**src/hw/rtl/cscr_pkg.sv**
```systemverilog
// shared constants for the clipped sample cubic repair block
`timescale 1ns / 1ps

package cscr_pkg;

    localparam int DEF_SAMPLE_BITS = 16;
    localparam int DEF_MAX_GAP     = 32;

    // configuration register indexes
    localparam int CFG_IDX_BITS = 2;
    localparam logic [CFG_IDX_BITS-1:0] CFG_UPPER = 2'd0;
    localparam logic [CFG_IDX_BITS-1:0] CFG_LOWER = 2'd1;

endpackage

```
**src/hw/rtl/cscr_div.sv**
```systemverilog
// iterative signed floor divider, one quotient bit per cycle
`timescale 1ns / 1ps

module cscr_div #(
    parameter int NW  = 51,
    parameter int DVW = 18
) (
    input  logic                 aclk,
    input  logic                 aresetn,
    input  logic                 start,
    input  logic signed [NW-1:0] dividend,
    input  logic [DVW-1:0]       divisor,
    output logic                 done,
    output logic signed [NW:0]   quotient
);

    localparam int CW = $clog2(NW + 1);

    logic          busy_reg;
    logic [CW-1:0] cnt_reg;
    logic [NW-1:0] mag_reg;
    logic [DVW:0]  rem_reg;
    logic [DVW-1:0] div_reg;
    logic          neg_reg;
    logic          done_reg;
    logic signed [NW:0] quo_reg;

    logic [DVW:0]  rem_sh;
    logic          ge;
    logic [DVW:0]  rem_next;
    logic [NW-1:0] mag_next;
    logic [NW:0]   mag_ext;

    assign rem_sh   = {rem_reg[DVW-1:0], mag_reg[NW-1]};
    assign ge       = rem_sh >= {1'b0, div_reg};
    assign rem_next = ge ? rem_sh - {1'b0, div_reg} : rem_sh;
    assign mag_next = {mag_reg[NW-2:0], ge};
    assign mag_ext  = {1'b0, mag_next};

    always_ff @(posedge aclk) begin
        if (!aresetn) begin
            busy_reg <= 1'b0;
            done_reg <= 1'b0;
            cnt_reg  <= '0;
        end else begin
            done_reg <= 1'b0;
            if (start) begin
                busy_reg <= 1'b1;
                cnt_reg  <= '0;
                neg_reg  <= dividend[NW-1];
                mag_reg  <= dividend[NW-1] ? NW'(-dividend) : NW'(dividend);
                rem_reg  <= '0;
                div_reg  <= divisor;
            end else if (busy_reg) begin
                rem_reg <= rem_next;
                mag_reg <= mag_next;
                cnt_reg <= cnt_reg + 1'b1;
                if (cnt_reg == CW'(NW - 1)) begin
                    busy_reg <= 1'b0;
                    done_reg <= 1'b1;
                    // floor: round negative quotients down when inexact
                    if (neg_reg) begin
                        quo_reg <= $signed(-mag_ext) - $signed({{NW{1'b0}}, (rem_next != '0)});
                    end else begin
                        quo_reg <= $signed(mag_ext);
                    end
                end
            end
        end
    end

    assign done     = done_reg;
    assign quotient = quo_reg;

    a_rem_below_div: assert property (@(posedge aclk) disable iff (!aresetn)
        busy_reg && !start |-> rem_reg < {1'b0, div_reg})
        else $error("divider remainder out of range");

endmodule

```
**src/hw/rtl/clipped_sample_cubic_repair.sv**
```systemverilog
// clipped sample repair by cubic hermite interpolation over buffered runs
// a pass-through sample is held in s_reg, then registered in the output register; no new sample is
//   taken until it is emitted; a flushed raw run emits each buffered sample via ST_FL_RD and ST_FL_EM first
// closing a run of L samples: ST_H_INIT forms d squared and d cubed, then per repaired sample 10 multiply
//   steps on the shared multiplier, a divider start, the serial divide and an emit
// reset (synchronous): control state and cutoffs return to their defaults; run buffer not cleared
`timescale 1ns / 1ps

module clipped_sample_cubic_repair
    import cscr_pkg::*;
#(
    parameter int SAMPLE_BITS = DEF_SAMPLE_BITS,
    parameter int MAX_GAP     = DEF_MAX_GAP
) (
    input  logic                              aclk,
    input  logic                              aresetn,
    // config write channel
    input  logic                              cfg_valid,
    output logic                              cfg_ready,
    input  logic [CFG_IDX_BITS-1:0]           cfg_index,
    input  logic [SAMPLE_BITS-1:0]            cfg_data,
    // input stream
    input  logic                              s_tvalid,
    output logic                              s_tready,
    input  logic [((SAMPLE_BITS+7)/8)*8-1:0]  s_tdata,   // sample
    input  logic                              s_tlast,   // frame_last
    // result stream
    output logic                              m_tvalid,
    input  logic                              m_tready,
    output logic [((SAMPLE_BITS+7)/8)*8-1:0]  m_tdata,   // value
    output logic                              m_tlast,   // last_of_run
    output logic [1:0]                        m_tuser    // {frame_end, repaired}
);

    localparam int S   = SAMPLE_BITS;
    localparam int TW  = ((SAMPLE_BITS + 7) / 8) * 8;
    localparam int DW  = $clog2(MAX_GAP + 2);          // span d = L+1
    localparam int LW  = $clog2(MAX_GAP + 1);          // run length
    localparam int GA  = (MAX_GAP > 1) ? $clog2(MAX_GAP) : 1;
    localparam int AW  = S + 2 * DW + 3;               // wide multiplier operand
    localparam int BW  = 3 * DW + 2;                   // narrow multiplier operand
    localparam int PW  = AW + BW;                      // product and numerator
    localparam int DVW = 3 * DW;                       // d cubed
    localparam logic signed [PW:0] SAT_HI = (PW+1)'((64'sd1 <<< (S - 1)) - 64'sd1);
    localparam logic signed [PW:0] SAT_LO = -SAT_HI - (PW+1)'(1);

    typedef enum logic [1:0] {PH_IDLE, PH_RUN, PH_HOLD, PH_RAW} phase_t;
    typedef enum logic [3:0] {
        ST_IN, ST_FL_RD, ST_FL_EM, ST_EMS, ST_H_INIT, ST_H_MUL,
        ST_H_DST, ST_H_DIV, ST_H_EM, ST_H_END
    } state_t;

    state_t  st_reg;
    phase_t  phase_reg;
    logic [1:0] seen_reg;

    logic signed [S-1:0] upper_reg, lower_reg;
    logic signed [S-1:0] bp_reg, pr_reg, held_reg, s_reg, lastval_reg;
    logic        last_reg, clip_reg;
    logic [LW-1:0] len_reg, idx_reg;
    logic [DW-1:0] d_reg, k_reg;
    logic [2*DW-1:0] d2_reg;
    logic [DVW-1:0]  d3_reg;
    logic [3:0]      step_reg;
    logic signed [PW-1:0] acc_reg;
    logic signed [AW-1:0] w_reg;
    logic signed [BW-1:0] tmp_reg;

    // run buffer
    logic [S-1:0] gap_mem [MAX_GAP];
    logic [S-1:0] rd_reg;
    logic         mem_we;
    logic [GA-1:0] mem_wa;

    // output register
    logic         m_valid_reg;
    logic [S-1:0] m_val_reg;
    logic         m_rep_reg, m_lor_reg, m_fe_reg;

    logic signed [S-1:0] s_in;
    logic        clip_in, accept, newrun;

    assign s_in    = $signed(s_tdata[S-1:0]);
    assign clip_in = (s_in > upper_reg) || (s_in < lower_reg);
    assign accept  = s_tvalid && s_tready;
    // no transfer is taken while reset is held
    assign s_tready  = aresetn && (st_reg == ST_IN);
    assign cfg_ready = aresetn;
    assign newrun  = clip_reg && !last_reg;

    // shared multiplier
    logic signed [AW-1:0] mul_a;
    logic signed [BW-1:0] mul_b;
    logic signed [PW-1:0] prod;
    logic signed [S:0]    m1, m2, de;
    logic [DW-1:0]        dk;
    logic signed [DW+1:0] tkd;

    assign m1  = (S+1)'(pr_reg) - (S+1)'(bp_reg);
    assign m2  = (S+1)'(s_reg) - (S+1)'(held_reg);
    assign de  = (S+1)'(held_reg) - (S+1)'(pr_reg);
    assign dk  = d_reg - k_reg;
    assign tkd = $signed({1'b0, k_reg, 1'b0}) - $signed({2'b0, d_reg});

    always_comb begin
        mul_a = '0;
        mul_b = '0;
        if (st_reg == ST_H_INIT) begin
            mul_a = (step_reg == 4'd0) ? $signed({{(AW-DW){1'b0}}, d_reg})
                                       : $signed({{(AW-2*DW){1'b0}}, d2_reg});
            mul_b = $signed({{(BW-DW){1'b0}}, d_reg});
        end else if (st_reg == ST_H_MUL) begin
            unique case (step_reg)
                4'd0: begin mul_a = AW'(m1); mul_b = $signed({{(BW-DW){1'b0}}, dk}); end
                4'd1: begin mul_a = AW'(m2); mul_b = $signed({{(BW-DW){1'b0}}, k_reg}); end
                4'd2: begin mul_a = acc_reg[AW-1:0]; mul_b = $signed({{(BW-DW){1'b0}}, d_reg}); end
                4'd3: begin mul_a = AW'(de); mul_b = BW'(tkd); end
                4'd4: begin
                    mul_a = $signed({{(AW-DW){1'b0}}, k_reg});
                    mul_b = $signed({{(BW-DW){1'b0}}, dk});
                end
                4'd5: begin mul_a = w_reg; mul_b = tmp_reg; end
                4'd6: begin
                    mul_a = $signed({{(AW-2*DW){1'b0}}, d2_reg});
                    mul_b = $signed({{(BW-DW){1'b0}}, dk});
                end
                4'd7: begin mul_a = AW'(pr_reg); mul_b = tmp_reg; end
                4'd8: begin
                    mul_a = $signed({{(AW-2*DW){1'b0}}, d2_reg});
                    mul_b = $signed({{(BW-DW){1'b0}}, k_reg});
                end
                4'd9: begin mul_a = AW'(held_reg); mul_b = tmp_reg; end
                default: begin mul_a = '0; mul_b = '0; end
            endcase
        end
    end

    assign prod = PW'(mul_a) * PW'(mul_b);

    // divider
    logic                 div_done;
    logic signed [PW:0]   div_q;
    logic signed [S-1:0]  hval;

    cscr_div #(.NW(PW), .DVW(DVW)) u_div (
        .aclk     (aclk),
        .aresetn  (aresetn),
        .start    (st_reg == ST_H_DST),
        .dividend (acc_reg),
        .divisor  (d3_reg),
        .done     (div_done),
        .quotient (div_q)
    );

    // the quotient is held by the divider until the next division completes
    always_comb begin
        priority if (div_q > SAT_HI) hval = SAT_HI[S-1:0];
        else if (div_q < SAT_LO)     hval = SAT_LO[S-1:0];
        else                         hval = div_q[S-1:0];
    end

    // result selection for the current sequencer step
    logic         em_go, em_rep, em_lor, em_fe, em_fire;
    logic [S-1:0] em_val;

    always_comb begin
        em_go  = 1'b0;
        em_val = s_reg;
        em_rep = 1'b0;
        em_lor = 1'b0;
        em_fe  = 1'b0;
        unique case (st_reg)
            ST_FL_EM: begin em_go = 1'b1; em_val = rd_reg; end
            ST_EMS:   begin em_go = 1'b1; em_lor = 1'b1; em_fe = last_reg; end
            ST_H_EM:  begin em_go = 1'b1; em_val = hval; em_rep = 1'b1; end
            ST_H_END: begin em_go = 1'b1; em_val = held_reg; em_lor = newrun; end
            default:  em_go = 1'b0;
        endcase
    end

    assign em_fire = em_go && (!m_valid_reg || m_tready);

    // buffer write on transfer when a run grows or starts
    always_comb begin
        mem_we = 1'b0;
        mem_wa = '0;
        if (accept && clip_in && !s_tlast) begin
            unique case (phase_reg)
                PH_IDLE: mem_we = (seen_reg == 2'd2);
                PH_RUN: begin
                    mem_we = (len_reg < LW'(MAX_GAP));
                    mem_wa = len_reg[GA-1:0];
                end
                PH_HOLD: mem_we = 1'b1;
                PH_RAW:  mem_we = 1'b0;
            endcase
        end
    end

    always_ff @(posedge aclk) begin
        if (mem_we) begin
            gap_mem[mem_wa] <= s_in;
        end
        rd_reg <= gap_mem[idx_reg[GA-1:0]];
    end

    // sequencer
    always_ff @(posedge aclk) begin
        if (!aresetn) begin
            st_reg      <= ST_IN;
            phase_reg   <= PH_IDLE;
            seen_reg    <= 2'd0;
            len_reg     <= '0;
            bp_reg      <= '0;
            pr_reg      <= '0;
            held_reg    <= '0;
            upper_reg   <= SAT_HI[S-1:0];
            lower_reg   <= SAT_LO[S-1:0];
            m_valid_reg <= 1'b0;
        end else begin
            if (cfg_valid) begin
                unique case (cfg_index)
                    CFG_UPPER: upper_reg <= cfg_data;
                    CFG_LOWER: lower_reg <= cfg_data;
                    default:   ;
                endcase
            end

            if (em_fire) begin
                m_valid_reg <= 1'b1;
                m_val_reg   <= em_val;
                m_rep_reg   <= em_rep;
                m_lor_reg   <= em_lor;
                m_fe_reg    <= em_fe;
            end else if (m_tready) begin
                m_valid_reg <= 1'b0;
            end

            unique case (st_reg)
                ST_IN: begin
                    if (accept) begin
                        s_reg    <= s_in;
                        last_reg <= s_tlast;
                        clip_reg <= clip_in;
                        idx_reg  <= '0;
                        if (seen_reg != 2'd2) seen_reg <= seen_reg + 2'd1;
                        unique case (phase_reg)
                            PH_IDLE: begin
                                if (clip_in && seen_reg == 2'd2 && !s_tlast) begin
                                    len_reg   <= LW'(1);
                                    phase_reg <= PH_RUN;
                                end else begin
                                    st_reg <= ST_EMS;
                                    if (clip_in) phase_reg <= PH_RAW;
                                end
                            end
                            PH_RUN: begin
                                if (s_tlast) begin
                                    st_reg <= ST_FL_RD;
                                end else if (clip_in) begin
                                    if (len_reg < LW'(MAX_GAP)) begin
                                        len_reg <= len_reg + 1'b1;
                                    end else begin
                                        st_reg    <= ST_FL_RD;
                                        phase_reg <= PH_RAW;
                                    end
                                end else begin
                                    held_reg  <= s_in;
                                    phase_reg <= PH_HOLD;
                                end
                            end
                            PH_HOLD: begin
                                d_reg    <= DW'(len_reg) + DW'(1);
                                step_reg <= 4'd0;
                                st_reg   <= ST_H_INIT;
                            end
                            PH_RAW: begin
                                st_reg <= ST_EMS;
                                if (!clip_in) phase_reg <= PH_IDLE;
                            end
                        endcase
                    end
                end
                ST_FL_RD: st_reg <= ST_FL_EM;
                ST_FL_EM: begin
                    if (em_fire) begin
                        bp_reg  <= pr_reg;
                        pr_reg  <= rd_reg;
                        idx_reg <= idx_reg + 1'b1;
                        if (idx_reg + 1'b1 == len_reg) begin
                            len_reg <= '0;
                            st_reg  <= ST_EMS;
                        end else begin
                            st_reg <= ST_FL_RD;
                        end
                    end
                end
                ST_EMS: begin
                    if (em_fire) begin
                        bp_reg <= pr_reg;
                        pr_reg <= s_reg;
                        st_reg <= ST_IN;
                        if (last_reg) begin
                            phase_reg <= PH_IDLE;
                            len_reg   <= '0;
                            seen_reg  <= 2'd0;
                        end
                    end
                end
                ST_H_INIT: begin
                    if (step_reg == 4'd0) begin
                        d2_reg   <= prod[2*DW-1:0];
                        step_reg <= 4'd1;
                    end else begin
                        d3_reg   <= prod[DVW-1:0];
                        step_reg <= 4'd0;
                        k_reg    <= DW'(1);
                        st_reg   <= ST_H_MUL;
                    end
                end
                ST_H_MUL: begin
                    step_reg <= step_reg + 4'd1;
                    unique case (step_reg)
                        4'd0:    acc_reg <= prod;
                        4'd1:    acc_reg <= acc_reg - prod;
                        4'd2:    acc_reg <= prod;
                        4'd3:    w_reg   <= acc_reg[AW-1:0] + prod[AW-1:0];
                        4'd4:    tmp_reg <= prod[BW-1:0];
                        4'd5:    acc_reg <= prod;
                        4'd6:    tmp_reg <= prod[BW-1:0];
                        4'd7:    acc_reg <= acc_reg + prod;
                        4'd8:    tmp_reg <= prod[BW-1:0];
                        4'd9: begin
                            // round half up before the floor division
                            acc_reg <= acc_reg + prod
                                     + $signed({{(PW-DVW){1'b0}}, d3_reg >> 1});
                            st_reg  <= ST_H_DST;
                        end
                        default: acc_reg <= acc_reg;
                    endcase
                end
                ST_H_DST: st_reg <= ST_H_DIV;
                ST_H_DIV: if (div_done) st_reg <= ST_H_EM;
                ST_H_EM: begin
                    if (em_fire) begin
                        lastval_reg <= hval;
                        if (k_reg == DW'(len_reg)) begin
                            st_reg <= ST_H_END;
                        end else begin
                            k_reg    <= k_reg + 1'b1;
                            step_reg <= 4'd0;
                            st_reg   <= ST_H_MUL;
                        end
                    end
                end
                ST_H_END: begin
                    if (em_fire) begin
                        if (newrun) begin
                            bp_reg    <= lastval_reg;
                            pr_reg    <= held_reg;
                            len_reg   <= LW'(1);
                            phase_reg <= PH_RUN;
                            st_reg    <= ST_IN;
                        end else begin
                            // current sample follows and shifts the end sample into history
                            pr_reg    <= held_reg;
                            len_reg   <= '0;
                            phase_reg <= clip_reg ? PH_RAW : PH_IDLE;
                            st_reg    <= ST_EMS;
                        end
                    end
                end
                default: st_reg <= ST_IN;
            endcase
        end
    end

    assign m_tvalid = m_valid_reg;
    assign m_tdata  = TW'(m_val_reg);
    assign m_tlast  = m_lor_reg;
    assign m_tuser  = {m_fe_reg, m_rep_reg};

    a_len_bound: assert property (@(posedge aclk) disable iff (!aresetn)
        len_reg <= LW'(MAX_GAP))
        else $error("run length beyond buffer");

    a_rep_not_last: assert property (@(posedge aclk) disable iff (!aresetn)
        m_valid_reg && m_rep_reg |-> !m_lor_reg && !m_fe_reg)
        else $error("repaired sample closes an item");

    a_hold_has_run: assert property (@(posedge aclk) disable iff (!aresetn)
        phase_reg == PH_HOLD && st_reg == ST_IN |-> len_reg != '0)
        else $error("end sample held without buffered run");

endmodule
```
**config.mk**
```make
export PLATFORM = sky130hd
export DESIGN_NAME = clipped_sample_cubic_repair
export DESIGN_NICKNAME = d
export VERILOG_FILES = /design/src/hw/rtl/cscr_pkg.sv /design/src/hw/rtl/cscr_div.sv /design/src/hw/rtl/clipped_sample_cubic_repair.sv
export SDC_FILE = /design/constraint.sdc
export NUM_CORES = 2
export LEC_CHECK = 0
export BUFFER_PORTS_ARGS = -buffer_cell sky130_fd_sc_hd__buf_2
export CORE_MARGIN = 5
export CORE_UTILIZATION = 65
export CTS_CLUSTER_SIZE = 20
export DETAILED_ROUTE_END_ITERATION = 8
export PLACE_DENSITY_LB_ADDON = 0.08
export SYNTH_ARGS = -nofsm -noshare
export SYNTH_HDL_FRONTEND = slang
export SYNTH_HIERARCHICAL = 1
export SYNTH_SLANG_ARGS = --single-unit
export TNS_END_PERCENT = 100
```
**constraint.sdc**
```tcl
create_clock -name aclk -period 17.05 [get_ports aclk]
set_clock_uncertainty 0.2 [all_clocks]
set_input_delay 2.5575 -clock aclk [delete_from_list [all_inputs] [get_ports aclk]]
set_output_delay 2.5575 -clock aclk [all_outputs]
set_load 0.01 [all_outputs]
```
==> reports/qor.csv <==
stage,metric,value,unit
outcome,status,finished clean,
cts,CTS max path bufs,3,
cells_and_area,share of post-route cells with drive strength above 1,8.86,%
floorplanning,core area,120000,µm²
sta,Worst-Margin Slew,1.38,ns
logic_synthesis,"Cell Area, Synth",78000,µm²
pwr,Switching Share,34.4,%
route,DRT antenna net count,0,
cells_and_area,Filler cells,8728,
logic_synthesis,Yosys reg bits,978,
sta,Peak Freq,64.6,MHz
cts,root buf cell,clkbuf_16,
pwr,Switch Pwr,2.51,mW
sta,hold slack,0.224,ns
cts,Setup Buffers After CTS,0,
cts,CTS tree,done,
sta,Slew HR,7.96,%
logic_synthesis,Syn Area/Cell,10.4,µm²
sta,total negative slack,0,ns
sta,final worst-path cycle share,90.9,%
setup_path,Slowest cell on crit path,nor3_1,
sta,Hold Fails Final Rpt,0,
setup_path,Worst Reg-to-Reg Cells,50,
cts,# hold bufs at CTS,0,
cells_and_area,max FFs per register,512,
global_route,vias in the first global route,59900,
logic_synthesis,Main synth FF type,edfxtp_1,
setup_path,Worst setup EP type,flop,
route,DRT Wirelength,251000,µm
logic_synthesis,Post-synth ARST share,0,%
pwr,sequential share of power,39.0,%
setup_path,Crit path largest cell delay,0.78,ns
placement,dpl hpwl,186000,µm
route,1st-pass router iterations,9,
placement,DP Worst Slack,1.94,ns
global_route,first-pass GRT wire length,377000,µm
placement,port bufs,61,
hold_path,hold crit path type,flop to flop,
logic_synthesis,post-synth top area share,33.0,%
cts,clock sink count,978,
floorplanning,Die Ht,357,µm
route,Via-to-Cell Ratio,6.58,
cells_and_area,multi-input logic area,44600,µm²
setup_path,Crit Path Max Fanout,13,
route,vias,60200,
cells_and_area,Final Instance Area,83800,µm²
hold_path,HP Start,d3_reg[0]$_DFFE_PP_,
sta,min Tclk post-route,15.49,ns
cts,post_cts resized,0,
logic_synthesis,top post-synthesis cells by area,"edfxtp_1 (33%), fa_1 (16%), ha_1 (6.9%)",
global_route,GRT Util Overall,39.6,%
hold_path,Hold Path Stages,0,
global_route,pin count of the biggest net entering global routing,131,
setup_path,Critical Path RT,17.26,ns
logic_synthesis,post-synthesis net count,8604,
cts,clock buffer count from CTS,100,
pwr,Clock power frac,32.2,%
cts,htree depth,3,
pwr,Max VDD drop,0.128,mV
pwr,total power,7.31,mW
logic_synthesis,Netlist cell types,110,
logic_synthesis,Synthesis Warnings,6,
sta,post-route worst setup slack,1.56,ns
setup_path,CP Class,flop to flop,
logic_synthesis,post-synthesis sequential area ratio,36.1,%
hold_path,WHS Endpoint,u_div/div_reg[0]$_DFFE_PP_,
placement,Post-DP Area,80300,µm²
pwr,P per Cell Area,87.3,nW/µm²
logic_synthesis,Post-synth EDFFs,859,
setup_path,CP arrival,15.71,ns
sta,setup violators final,0,
cts,"Clk pin slew, worst setup/hold paths",0.07,ns
cells_and_area,most frequent cells in the layout,"inv_1 (1082), edfxtp_1 (859), nand2_1 (656)",
floorplanning,Initial Utilization,65.2,%
sta,Slew Limit Fails,0,
cells_and_area,Final nets,8559,
route,drt wl/cell,27.4,µm
floorplanning,io pins,62,
floorplanning,Site Rows,127,
cts,clock latency on the worst-skew pair,0.75,ns
logic_synthesis,cell count after synthesis,7504,
job,Max Cap Violations,0,
sta,RSZ-0062 raised after global routing,no,
setup_path,register-to-register setup slack,1.56,ns
route,DRC Markers,0,
cells_and_area,"commonest non-fill, non-tap cell in the layout",inv_1,
route,DRT iter0 DRCs,7878,
global_route,initial antenna violation count,6,
pwr,Pleak,34.1,nW
placement,placer congestion estimate,1.03,
global_route,grt ovf,0,
logic_synthesis,Synth area leader,edfxtp_1,
floorplanning,die footprint,127000,µm²
cells_and_area,Biggest register,gap_mem,
setup_path,R2R Path End,acc_reg[50]$_DFFE_PP_,
pwr,Gate power share,28.8,%
floorplanning,Die Wd,357,µm
pwr,Power Internal,4.80,mW
setup_path,r2r startpoint,held_reg[1]$_SDFFE_PN0P_,
cells_and_area,Synth-to-Final Area Change,7.32,%
cells_and_area,Reg area,28200,µm²
setup_path,Worst setup SP type,flop,
## power by group through the flow
| stage | Sequential (mW) | Clock [mW] | Combinational, mW |
|---|---|---|---|
| after floorplan | 2.83 | 0 | 1.39 |
| after global placement | 2.89 | 0 | 1.99 |
| after detailed placement | 2.90 | 0 | 2.03 |
| after CTS | 2.85 | 2.37 | 2.05 |
| after global routing | 2.86 | 2.48 | 2.23 |
| final | 2.86 | 2.36 | 2.10 |
## worst max-delay path by stage
| stage | endpoint | slack (ns) | from | cells past startpoint |
|---|---|---|---|---|
| 6_report | acc_reg[50]$_DFFE_PP_ | 1.56 | held_reg[1]$_SDFFE_PN0P_ | 50 |
| 5_1_grt | acc_reg[50]$_DFFE_PP_ | 0.95 | held_reg[1]$_SDFFE_PN0P_ | 50 |
| 4_1_cts | acc_reg[50]$_DFFE_PP_ | 1.82 | held_reg[1]$_SDFFE_PN0P_ | 50 |
| 3_5_place_dp | acc_reg[50]$_DFFE_PP_ | 1.94 | held_reg[1]$_SDFFE_PN0P_ | 50 |
| 3_3_place_gp | acc_reg[50]$_DFFE_PP_ | 2.04 | held_reg[1]$_SDFFE_PN0P_ | 50 |
| 2_1_floorplan | acc_reg[47]$_DFFE_PP_ | 4.48 | bp_reg[2]$_SDFFE_PN0P_ | 52 |
## area by class of cell
class | count | area share (%)
Tap cell | 1612 | 2.41
Clock buffer | 120 | 3.11
Inverter | 1087 | 4.87
Multi-Input combinational cell | 5086 | 53.2
Timing Repair Buffer | 206 | 1.68
Antenna cell | 3 | 0.00896
Clock inverter | 65 | 1.07
Sequential cell | 978 | 33.6
## through the flow
stage,cells,util (%)
finish,9157,70.0
global route,9155,70.0
CTS,9154,70.0
detailed placement,8969,67.1
global placement,8969,67.1
floorplan,7504,-
## worst max-delay path, delay by kind of cell (launching register included)
kind	cells	cell delay (ns)
AO/OA/AOI/OAI	23	5.93
adder cells (fa/ha/maj)	10	4.50
AND/OR/NAND/NOR	6	2.24
buffers and inverters	8	0.95
flip-flops	1	0.48
multiplexers	1	0.41
XOR/XNOR	2	0.40
## kinds of logic (layout without fill, tap and decap cells)
logic type | after synthesis | in the layout | share of synthesized area [%]
XOR/XNOR | 353 | 353 | 4.04
AND/OR/NAND/NOR | 1990 | 1990 | 11.8
other | 0 | 3 | 0
flip-flops | 978 | 978 | 36.1
multiplexers | 247 | 247 | 5.77
buffers and inverters | 1440 | 1478 | 6.98
adder cells (fa/ha/maj) | 1060 | 1060 | 23.0
AO/OA/AOI/OAI | 1436 | 1436 | 12.3
## metal layers
layer	track usage, %	part of all wire [%]	vias to the layer above
li1	-	-	25900
met1	53.6	37	29700
met2	61.6	45	3914
met3	8.05	12	795
met4	20.1	6.5	4
met5	0	0.0088	-
## synth_stat cells (all sizes together) (17+ instances only)
cell type,instances
nand4,61
and3,38
nor2b,61
or3,35
a22oi,50
nand2b,75
a222oi,33
o21a,41
edfxtp,859
a221oi,39
o211ai,49
mux2i,65
a221o,27
nand3,93
mux2,22
nor3,116
o22ai,28
and2,86
a21oi,411
nor2,633
o31ai,35
inv,1084
ha,433
o221ai,17
o21bai,45
o32a,17
or4,21
mux4,160
a31oi,61
xor2,137
nor4,42
nand2,656
dfxtp,119
or2,23
fa,627
buf,53
o41ai,21
clkbuf,300
a21o,124
a211oi,51
xnor2,216
o21ai,267
(Power assumes the default switching activity.)
